### src/sv/hsfr_pkg.sv
// Package for the header/sum frame receiver.
// Holds the controller state type and the controller/datapath command and status structs.
`timescale 1ns / 1ps

package hsfr_pkg;

  localparam int unsigned PADDR_W    = 3;
  localparam int unsigned REG_HEADER = 0;    // index of frame_header in the register map
  localparam logic [7:0]  HEADER_RST = 8'hDD;

  typedef enum logic [1:0] {
    ST_HUNT,
    ST_CAPTURE,
    ST_READ,
    ST_LOAD
  } state_t;

  // controller -> datapath
  typedef struct packed {
    logic wr_en;     // store input byte, advance count and sum
    logic clr;       // end of capture: clear count, sum, read pointer
    logic rd_issue;  // read store at read pointer
    logic out_load;  // load output register from read data
    logic rd_next;   // advance read pointer
  } cmd_t;

  // datapath -> controller
  typedef struct packed {
    logic header_match;
    logic count_last;
    logic sum_match;
    logic rd_last;
    logic out_free;
  } status_t;

endpackage

### src/sv/hsfr_dp.sv
// Datapath of the frame receiver: frame store, capture count, running sum,
// replay pointer and output register. Depends on hsfr_pkg.
`timescale 1ns / 1ps

module hsfr_dp #(
  parameter int unsigned FRAME_LEN = 16
) (
  input  logic             clk,
  input  logic             rst,
  input  hsfr_pkg::cmd_t   cmd,
  output hsfr_pkg::status_t sts,
  input  logic [7:0]       header,
  input  logic [7:0]       rx_byte,
  output logic             out_valid,
  input  logic             out_ready,
  output logic [7:0]       out_byte,
  output logic [3:0]       out_index,
  output logic             out_last
);

  localparam int unsigned AW = $clog2(FRAME_LEN);
  localparam logic [AW-1:0] LAST_POS = AW'(FRAME_LEN - 1);

  logic [7:0]    store [FRAME_LEN];
  logic [AW-1:0] count;
  logic [AW-1:0] rd_idx;
  logic [7:0]    sum;
  logic [7:0]    rd_data;

  assign sts.header_match = (rx_byte == header);
  assign sts.count_last   = (count == LAST_POS);
  assign sts.sum_match    = (sum == rx_byte);
  assign sts.rd_last      = (rd_idx == LAST_POS);
  assign sts.out_free     = !out_valid || out_ready;

  always_ff @(posedge clk) begin
    if (cmd.wr_en) begin
      store[count] <= rx_byte;
    end
    if (cmd.rd_issue) begin
      rd_data <= store[rd_idx];
    end
  end

  always_ff @(posedge clk) begin
    if (rst) begin
      count  <= '0;
      sum    <= '0;
      rd_idx <= '0;
    end else begin
      if (cmd.clr) begin
        count  <= '0;
        sum    <= '0;
        rd_idx <= '0;
      end else begin
        if (cmd.wr_en) begin
          count <= count + 1'b1;
          sum   <= sum + rx_byte;  // checksum byte never gets here
        end
        if (cmd.rd_next) begin
          rd_idx <= rd_idx + 1'b1;
        end
      end
    end
  end

  // output register
  always_ff @(posedge clk) begin
    if (rst) begin
      out_valid <= 1'b0;
    end else if (cmd.out_load) begin
      out_valid <= 1'b1;
    end else if (out_ready) begin
      out_valid <= 1'b0;
    end
  end

  always_ff @(posedge clk) begin
    if (cmd.out_load) begin
      out_byte  <= rd_data;
      out_index <= 4'(rd_idx);
      out_last  <= (rd_idx == LAST_POS);
    end
  end

endmodule

### src/sv/hsfr_ctrl.sv
// Controller of the frame receiver: hunt, capture and replay sequencing.
// Depends on hsfr_pkg.
`timescale 1ns / 1ps

module hsfr_ctrl (
  input  logic              clk,
  input  logic              rst,
  input  logic              in_valid,
  output logic              in_ready,
  input  hsfr_pkg::status_t sts,
  output hsfr_pkg::cmd_t    cmd
);

  hsfr_pkg::state_t state, state_next;

  always_ff @(posedge clk) begin
    if (rst) begin
      state <= hsfr_pkg::ST_HUNT;
    end else begin
      state <= state_next;
    end
  end

  always_comb begin
    state_next = state;
    cmd        = '0;
    in_ready   = 1'b0;
    unique case (state)
      hsfr_pkg::ST_HUNT: begin
        in_ready = 1'b1;
        if (in_valid && sts.header_match) begin
          cmd.wr_en  = 1'b1;
          state_next = hsfr_pkg::ST_CAPTURE;
        end
      end
      hsfr_pkg::ST_CAPTURE: begin
        in_ready = 1'b1;
        if (in_valid) begin
          cmd.wr_en = 1'b1;
          if (sts.count_last) begin
            cmd.clr    = 1'b1;
            state_next = sts.sum_match ? hsfr_pkg::ST_READ : hsfr_pkg::ST_HUNT;
          end
        end
      end
      hsfr_pkg::ST_READ: begin
        cmd.rd_issue = 1'b1;
        state_next   = hsfr_pkg::ST_LOAD;
      end
      hsfr_pkg::ST_LOAD: begin
        if (sts.out_free) begin
          cmd.out_load = 1'b1;
          if (sts.rd_last) begin
            state_next = hsfr_pkg::ST_HUNT;
          end else begin
            cmd.rd_next = 1'b1;
            state_next  = hsfr_pkg::ST_READ;
          end
        end
      end
      default: state_next = hsfr_pkg::ST_HUNT;
    endcase
  end

endmodule

### src/sv/header_sum_frame_receiver.sv
// Input: a byte is taken every cycle while hunting or capturing. After the byte that
//   completes a good frame, the store is read (ST_READ), then the output register is
//   loaded (ST_LOAD, once free) for each result; no input is taken until replay ends.
//   Bad frames cost nothing.
// Reset: synchronous, active high; hunting, count and sum cleared, frame_header = 0xDD.
//   The frame store is not cleared (every entry is written before it is read).
`timescale 1ns / 1ps

module header_sum_frame_receiver #(
  parameter int unsigned FRAME_LEN = 16   // bytes per frame, 3..16 (byte_index is 4 bits)
) (
  input  logic                         clk,
  input  logic                         rst,
  // APB configuration port
  input  logic                         psel,
  input  logic                         penable,
  input  logic                         pwrite,
  input  logic [hsfr_pkg::PADDR_W-1:0] paddr,
  input  logic [31:0]                  pwdata,
  output logic [31:0]                  prdata,
  output logic                         pready,
  // received bytes
  input  logic                         s_tvalid,
  output logic                         s_tready,
  input  logic [7:0]                   s_tdata,   // [7:0] rx_byte
  // verified frame bytes
  output logic                         m_tvalid,
  input  logic                         m_tready,
  output logic [15:0]                  m_tdata,   // [7:0] frame_byte, [11:8] byte_index
  output logic                         m_tlast    // last_byte
);

  // Register file: one register, word addressed (paddr[1:0] ignored).
  logic [7:0] frame_header;
  logic       reg_sel;

  assign pready  = 1'b1;
  assign reg_sel = (32'(paddr[hsfr_pkg::PADDR_W-1:2]) == 32'(hsfr_pkg::REG_HEADER));

  always_ff @(posedge clk) begin
    if (rst) begin
      frame_header <= hsfr_pkg::HEADER_RST;
    end else if (psel && penable && pwrite && pready && reg_sel) begin
      frame_header <= pwdata[7:0];
    end
  end

  assign prdata = reg_sel ? {24'd0, frame_header} : 32'd0;

  // Controller / datapath
  hsfr_pkg::cmd_t    cmd;
  hsfr_pkg::status_t sts;
  logic [7:0]        out_byte;
  logic [3:0]        out_index;

  hsfr_ctrl u_ctrl (
    .clk      (clk),
    .rst      (rst),
    .in_valid (s_tvalid),
    .in_ready (s_tready),
    .sts      (sts),
    .cmd      (cmd)
  );

  hsfr_dp #(
    .FRAME_LEN (FRAME_LEN)
  ) u_dp (
    .clk       (clk),
    .rst       (rst),
    .cmd       (cmd),
    .sts       (sts),
    .header    (frame_header),
    .rx_byte   (s_tdata),
    .out_valid (m_tvalid),
    .out_ready (m_tready),
    .out_byte  (out_byte),
    .out_index (out_index),
    .out_last  (m_tlast)
  );

  assign m_tdata = {4'd0, out_index, out_byte};

`ifndef SYNTHESIS
  // Store writes happen only on an input transfer.
  a_wr_on_transfer: assert property (@(posedge clk) disable iff (rst)
    cmd.wr_en |-> (s_tvalid && s_tready))
    else $error("store write without input transfer");

  // Never overwrite a result that has not been taken.
  a_no_overwrite: assert property (@(posedge clk) disable iff (rst)
    cmd.out_load |-> (!m_tvalid || m_tready))
    else $error("output register overwritten");

  // A stalled result stays put until it is taken.
  a_hold_on_stall: assert property (@(posedge clk) disable iff (rst)
    (m_tvalid && !m_tready) |=> (m_tvalid && $stable(m_tdata) && $stable(m_tlast)))
    else $error("result changed while stalled");
`endif

endmodule

### config.mk
export PLATFORM = sky130hd
export DESIGN_NAME = header_sum_frame_receiver
export DESIGN_NICKNAME = d
export VERILOG_FILES = /design/src/sv/hsfr_pkg.sv /design/src/sv/hsfr_dp.sv /design/src/sv/hsfr_ctrl.sv /design/src/sv/header_sum_frame_receiver.sv
export SDC_FILE = /design/constraint.sdc
export NUM_CORES = 1
export LEC_CHECK = 0
export BUFFER_PORTS_ARGS = -buffer_cell sky130_fd_sc_hd__buf_2
export CELL_PAD_IN_SITES_DETAIL_PLACEMENT = 0
export CELL_PAD_IN_SITES_GLOBAL_PLACEMENT = 1
export CORE_MARGIN = 5
export CORE_UTILIZATION = 48
export DETAILED_ROUTE_END_ITERATION = 8
export PLACE_DENSITY_LB_ADDON = 0.1
export RECOVER_POWER = 50
export REMOVE_ABC_BUFFERS = 1
export SYNTH_ARGS = -nofsm -noshare
export SYNTH_HDL_FRONTEND = slang
export SYNTH_HIERARCHICAL = 1
export SYNTH_SLANG_ARGS = --single-unit
export TNS_END_PERCENT = 5
### constraint.sdc
create_clock -name clk -period 2.9 [get_ports clk]
set_clock_uncertainty 0.1 [all_clocks]
set_input_delay 0.29 -clock clk [delete_from_list [all_inputs] [get_ports clk]]
set_output_delay 0.29 -clock clk [all_outputs]
set_load 0.02 [all_outputs]
* After elaboration in Yosys (flattened, before gate mapping)
Memory sizes are Yosys's and may differ from the RTL's. A register that Yosys moved wholly into a read port is not among the register bits. Cells that the tools add are included.
Word-level totals: output and inout port bits 52, input bits 50, bits in writable memories 128, memories 1, register bits 40, word-level logic and storage cells 58
Cells by class: muxes and demuxes 22, add/sub/neg operators 3, reduce and logical (&&, ||, !) cells 11, equal/unequal tests 11, bitwise operators 1
Memory list:
- u_dp.store | depth 16, bits a word 8, read ports 1, clocked after memory_dff 1, write ports 1, RTL line hsfr_dp.sv:24 | logic [7:0] store [FRAME_LEN];
Operators with widths (number):
- two-way mux 2 bit | 9
- equality test 8 bit | 2
- two-way mux 1 bit | 10
- adder 4 x 1 -> 4 bit (second input constant) | 2
- adder 8 bit | 1
- equality test 4 bit (second input constant) | 2
- two-way mux 8 bit | 1
- one-hot mux 2 bit (4 select lines) | 1
- != test 2 bit (second input constant) | 3
- equality test 2 bit (second input constant) | 2
- logical AND 1 bit | 4
- AND reduction 4 bit | 1
- OR reduction 2 bit | 2
- equality test 2 x 1 -> 1 bit (second input constant) | 1
- zero test 2 bit | 1
- != test 2 x 1 -> 1 bit (second input constant) | 1
- one-hot mux 1 bit (2 select lines) | 1
- nonzero test 2 bit | 1
- zero test 1 bit | 1
- logical OR 1 bit | 1
- NOT 1 bit | 1

* Longest topological paths before layout
Gate-level depths: netlist of the first run.
depth after elaboration 6, gate-level depth with buffers 9, gate-level depth less buffers 9

* By module
Netlist of the first run, hierarchy kept.
Modules (own cells, without submodules):
- hsfr_dp | cells each 380, instances 1, sequential area each 4814.6 sq um, area each 6804.0 sq um
- header_sum_frame_receiver | cells each 74, instances 1, sequential area each 160.2 sq um, area each 630.6 sq um
- hsfr_ctrl | cells each 14, instances 1, sequential area each 40.0 sq um, area each 128.9 sq um

* Least setup slack after synthesis of the first run
OpenSTA, ideal clock, no wires.
kind reg-to-reg, start point reg u_dp.count[0], end point reg u_dp.sum[5], slack 0.852 ns, path buffers 1, arrival time 1.886 ns, library setup time 0.062 ns, stages on the path, launching flop included 8, data required time 2.738 ns, clock period less this slack 2.048 ns, cells stage by stage dfxtp_1 -> ha_1 -> and3_1 -> and4b_4 -> or2_1 -> clkbuf_1 -> or4b_1 -> nand3_1
RTL lines:
- start: declaration | RTL line hsfr_dp.sv:25 | logic [AW-1:0] count;
- start signal: assignment | RTL line hsfr_dp.sv:57 | count <= count + 1'b1;
- end signal: assignment | RTL line hsfr_dp.sv:58 | sum <= sum + rx_byte;
- end: declaration | RTL line hsfr_dp.sv:27 | logic [7:0] sum;

==> results of run 1 <==
[layer usage]
| metal | vias to the layer above | part of all wire | track usage |
|---|---|---|---|
| met1 | 1939 | 0.42 | 0.211 |
| met3 | 21 | 0.045 | 0.0464 |
| met4 | 0 | 0.020 | 0.0582 |
| met2 | 111 | 0.51 | 0.291 |
| met5 | - | 0 | 0 |
| li1 | 1880 | - | - |
[layout make-up]
| type | count | area share |
|---|---|---|
| Tap cell | 211 | 0.0304 |
| Clock buffer | 17 | 0.0490 |
| Timing Repair Buffer | 81 | 0.0525 |
| Clock inverter | 15 | 0.0241 |
| Sequential cell | 176 | 0.578 |
| Inverter | 10 | 0.00433 |
| Multi-Input combinational cell | 261 | 0.262 |
[power breakdown]
| part | total [mW] | switching (mW) | leakage (nW) | internal [mW] |
|---|---|---|---|---|
| Sequential | 2.74 | 0.00270 | 1.57 | 2.74 |
| Clock | 2.43 | 0.973 | 0.302 | 1.45 |
| Combinational | 0.155 | 0.114 | 1.07 | 0.0408 |
| Total | 5.32 | 1.09 | 2.94 | 4.23 |
[sequential cells by signal (all words and copies together), names as in the netlist]
signal and cells:
u_dp/out_byte 8, u_dp/rd_idx 4, frame_header 8, u_dp/count 4
u_dp/rd_data 8, u_dp/out_valid 1, u_dp/sum 8, u_ctrl/state 2
u_dp/store 128, u_dp/out_last 1, u_dp/out_index 4
[through the flow]
step	instances	utilization
after floorplan	447	-
after global placement	738	0.529
after detailed placement	738	0.529
after CTS	771	0.571
after global routing	771	0.567
final	771	0.567
[cells in the mapped netlist (2+ instances only)]
cell	instances	area, um2
clkbuf_1	7	26.3
a32o_1	2	20.0
a21oi_1	14	70.1
nor3_1	7	35.0
o21ai_0	2	10.0
nand2_1	8	30.0
nor4_1	2	12.5
xor2_1	4	35.0
nand4_1	6	37.5
ha_1	12	150
dfxtp_1	27	541
and3_1	4	25.0
nand3b_1	2	15.0
buf_2	5	25.0
nand2b_1	6	37.5
and2_1	16	100
buf_4	30	225
o211a_1	2	20.0
buf_6	3	33.8
mux2i_1	22	220
a211oi_2	3	37.5
nand3_1	3	15.0
inv_1	10	37.5
and2b_2	8	70.1
o21a_1	2	15.0
a211oi_1	8	60.1
nor2b_1	12	75.1
xnor2_1	13	114
conb_1	2	7.51
nor2_1	29	109
edfxtp_1	149	4470
mux4_2	32	721
[kinds of logic (layout without fill, tap and decap cells)]
| family | Yosys count | in the layout | share of synthesized area |
|---|---|---|---|
| AOI/OAI and AO/OA | 38 | 38 | 0.0359 |
| xor gates and xnor gates | 17 | 17 | 0.0197 |
| adders and majority gates | 13 | 13 | 0.0225 |
| buffers and inverters | 58 | 123 | 0.0501 |
| DFF | 176 | 176 | 0.663 |
| muxes | 54 | 54 | 0.124 |
| other | 2 | 29 | 0.000993 |
| and+or+nand+nor | 110 | 110 | 0.0834 |
[worst min-delay path, cell delays in order]
cell,delay (ns)
buf_2,0.10
nand2b_1,0.06
mux2i_1,0.06
[path summary, 6_finish.rpt]
| path | end | slack, ns | cells after the start |
|---|---|---|---|
| worst max-delay path | u_dp/store[0][7]$_DFFE_PP_ | 0.40 | 9 |
| worst min-delay path | frame_header[1]$_SDFFE_PP0P_ | 0.01 | 3 |
| worst max register to register | u_dp/sum[6]$_SDFFE_PP0P_ | 0.54 | 7 |
| worst min register to register | u_dp/out_byte[4]$_DFFE_PP_ | 0.32 | 0 |
==> results_dict.tcl, run 1 <==
set metrics [dict create \
    hold-worst-slack_ns 0.0147 \
    mostFrequentLayoutCells "edfxtp_1, clkbuf_1, mux4_2" \
    grt_pass1_vias 4099 \
    cap_violations 0 \
    design.die.area_um2 18400 \
    grt_max_degree 36 \
    h-tree-depth 4 \
    pin_count 102 \
    syn-instance-count 468 \
    outcome "completed" \
    synth.avg_cell_area_um2 16.2 \
    fin_crit_ns 2.50 \
    synthFlopType "edfxtp_1" \
    finalSetupViolations 0 \
    critPathArrivalTime_ns 2.55 \
    p_total_mw 5.32 \
    path_cells "clkbuf_1 -> xnor2_1 -> nand4_1 -> nor2_1 -> o211a_1 -> inv_1 -> nor3_1 -> and2_1 -> buf_4" \
    hold_path_class "primary input to flop" \
    initial_core_util 0.494 \
    avgRoutedWirePerCell_um 19.1 \
    peakVddDrop_uv 414 \
    ctsResizeCount 0 \
    placed_area_um2 8100 \
    multiInputGateArea_um2 2270 \
    fmax_mhz 399 \
    min_period_over_period 0.863 \
    p_leak_nw 2.94 \
    grt_first_pass_wirelength_mm 22.9 \
    cts.clk_slew.worst_paths_ns 0.07 \
    cp_slowest_cell "clkbuf_1" \
    final-seq-area_um2 5020 \
    cts.path.max_buffers 2 \
    crit-reg2reg-launch "u_dp/count[0]$_SDFFE_PP0P_" \
    cts_setup_buffers 0 \
    clk_latency_ns 0.43 \
    path_buf_inv 3 \
    fp.coreArea_um2 15300 \
    drtAntennaViolNets 0 \
    antenna_cells 0 \
    fin_tns_setup_ns 0 \
    cpPeakStageDelay_ns 0.64 \
    grt_use_total 0.171 \
    path_class "primary input to flop" \
    vias 3951 \
    synthArstFlopShare 0 \
    min_from "pwdata[1]" \
    hold_buffers 1 \
    synth_edf_count 149 \
    drc 0 \
    antenna_found_initial 0 \
    cts-root-buf "clkbuf_16" \
    die_y_um 136 \
    setup_ws_ns 0.396 \
    final_nets 610 \
    pre_cts_ws_ns 0.332 \
    nFillCells 1241 \
    required_ns 2.95 \
    cp-start-kind "primary input" \
    gp_congestion 0.761 \
    path_max_fanout 18 \
    grt_setup_unrepaired "no" \
    rows 45 \
    first_pass_iters 4 \
    fin_area_um2 8680 \
    dpl.hpwl_mm 10.2 \
    cp-startpoint "s_tdata[5]" \
    port_buffers 46 \
    vias_per_cell 5.12 \
    cts_made_buffers 17 \
    layout_commonest_cell "edfxtp_1" \
    ys_seq_elements 176 \
    netlist_area_um2 7560 \
    path_delay_family "buffers and inverters" \
    tightest_slew_ns 1.17 \
    yosys_warnings 6 \
    slew_headroom 0.220 \
    grt.overflow.total 0 \
    area_delta_synth_final_pct 14.7 \
    drt_iter0_markers 191 \
    cts_num_sinks 176 \
    hold_viol 0 \
    end_kind "flop" \
    synth_cell_types 48 \
    yosysSeqAreaShare 0.663 \
    p_per_area_nw_per_um2 613 \
    routed_wl_mm 14.7 \
    die_x_um 136 \
    cts_tree "built" \
    drive_above_1_share 0.225 \
    drv_slew 0 \
]
Note: power is estimated with default switching activity, not from simulation.
==> inputs of run 2 (changes only) <==
CORE_UTILIZATION = 44   (was 48)
clock period = 2.2 ns   (was 2.9 ns; I/O delays follow)
==> results_dict.tcl, run 2 (synthesis results as in run 1) <==
set metrics [dict create \
    area_delta_synth_final_pct 21.0 \
    grt.overflow.total 0 \
    drv_slew 0 \
    cp-startpoint "frame_header[0]$_SDFFE_PP1P_" \
    fin_tns_setup_ns 0 \
    fin_crit_ns 2.13 \
    path_class "flop to flop" \
    antenna_found_initial 0 \
    antenna_cells 0 \
    cts_made_buffers 17 \
    path_max_fanout 8 \
    min_period_over_period 0.966 \
    grt_use_total 0.162 \
    hold-worst-slack_ns 0.0505 \
    pre_cts_ws_ns 0.0116 \
    initial_core_util 0.443 \
    drtAntennaViolNets 0 \
    fmax_mhz 470 \
    drive_above_1_share 0.280 \
    p_leak_nw 3.13 \
    cp-start-kind "flop" \
    design.die.area_um2 19900 \
    rows 48 \
    port_buffers 46 \
    instances_no_fill 814 \
    tightest_slew_ns 0.976 \
    setup_ws_ns 0.0737 \
    gp_congestion 0.724 \
    vias 4106 \
    die_y_um 141 \
    mostFrequentLayoutCells "edfxtp_1, mux4_2, conb_1, buf_2, clkbuf_1" \
    hold_viol 0 \
    finalSetupViolations 0 \
    place_inst 772 \
    avgRoutedWirePerCell_um 18.6 \
    rr_endpoint "u_dp/store[3][5]$_DFFE_PP_" \
    top_register "u_dp/store" \
    layout_commonest_cell "edfxtp_1" \
    peakVddDrop_uv 526 \
    pin_count 102 \
    vias_per_cell 5.04 \
    end_kind "flop" \
    drt_iter0_markers 180 \
    slew_headroom 0.349 \
    hold_path_class "primary input to flop" \
    cts.clk_slew.worst_paths_ns 0.07 \
    final_nets 639 \
    cts_tree "built" \
    p_per_area_nw_per_um2 741 \
    outcome "completed" \
    grt_first_pass_wirelength_mm 24.0 \
    die_x_um 141 \
    largest_register_ffs 128 \
    dpl.hpwl_mm 10.3 \
    critPathArrivalTime_ns 2.16 \
    crit-reg2reg-launch "frame_header[0]$_SDFFE_PP1P_" \
    cts_num_sinks 176 \
    cts-root-buf "clkbuf_16" \
    required_ns 2.23 \
    cts.path.max_buffers 2 \
    grt_pass1_vias 4261 \
    cap_violations 0 \
    r2r_cells 9 \
    routed_wl_mm 15.1 \
    h-tree-depth 4 \
    drc 0 \
    fp.coreArea_um2 17100 \
    r2r_slack_ns 0.07 \
    p_total_mw 6.78 \
    endpoint "u_dp/store[3][5]$_DFFE_PP_" \
    first_pass_iters 4 \
    min_from "m_tready" \
    clk_latency_ns 0.42 \
    grt_max_degree 35 \
]
run 2: cell count changes in the layout (fill, tap and decap cells not counted), sizes merged:
cell and change:
bufinv -2, clkbuf -4, buf +27, dlygate4sd3 +7
clkinvlp +1
run 2: area by class of cell:
class	count	area (um2)
timing repair buffer	110	910
multi-input combinational	261	2310
sequential	176	5020
tap	225	282
clock inverter	14	155
fill	1433	7910
inverter	10	37.5
clock buffer	18	429
run 2: what timing repair did:
| item | 4_1_cts | 5_1_grt |
|---|---|---|
| setup endpoints to repair | 31 | 129 |
| gates resized for setup | 2 | 12 |
| buffers inserted | 1 | 1 |
| hold buffers | 8 | 0 |
| hold endpoints to repair | 8 | 0 |
| pin swaps | 3 | 4 |
run 2: layer usage:
layer / share of wire / vias to the layer above / global-route usage / routed length [um]
li1: - / 1937 / - / -
met1: 0.44 / 2042 / 0.213 / 6690
met2: 0.49 / 111 / 0.269 / 7450
met3: 0.047 / 16 / 0.0370 / 710
met4: 0.019 / 0 / 0.0474 / 294
met5: 0 / - / 0 / 0
run 2: per-stage QoR:
step / area, um2 / utilization
floorplan: 7320 / -
global placement: 8480 / 0.497
detailed placement: 8480 / 0.497
CTS: 9160 / 0.537
global route: 9150 / 0.536
finish: 9150 / 0.536
run 2: worst min path at each step:
stage / to / slack, ns / depth (start not counted)
floorplan: u_dp/out_valid$_SDFFE_PP0P_ / 0.19 / 1
global placement: u_dp/out_byte[6]$_DFFE_PP_ / 0.30 / 0
detailed placement: u_dp/out_byte[6]$_DFFE_PP_ / 0.31 / 0
CTS: u_dp/out_valid$_SDFFE_PP0P_ / 0.02 / 3
global route: u_dp/out_valid$_SDFFE_PP0P_ / 0.04 / 3
finish: u_dp/out_valid$_SDFFE_PP0P_ / 0.05 / 3
run 2: where the power goes:
group / switching, mW / internal, mW / total (mW) / leakage, nW
Clock: 1.25 / 1.69 / 2.94 / 0.272
Combinational: 0.157 / 0.0729 / 0.230 / 1.29
Sequential: 0.00397 / 3.61 / 3.61 / 1.57
Total: 1.41 / 5.37 / 6.78 / 3.13
run 2: worst max-delay path, stage by stage (launching register included):
cell and delay [ns]:
dfxtp_2 0.33, xnor2_1 0.17, nand4_1 0.13, nor2_2 0.18, o211a_4 0.19, inv_1 0.07, nor3_2 0.18, buf_4 0.15
and2_1 0.19, buf_12 0.15
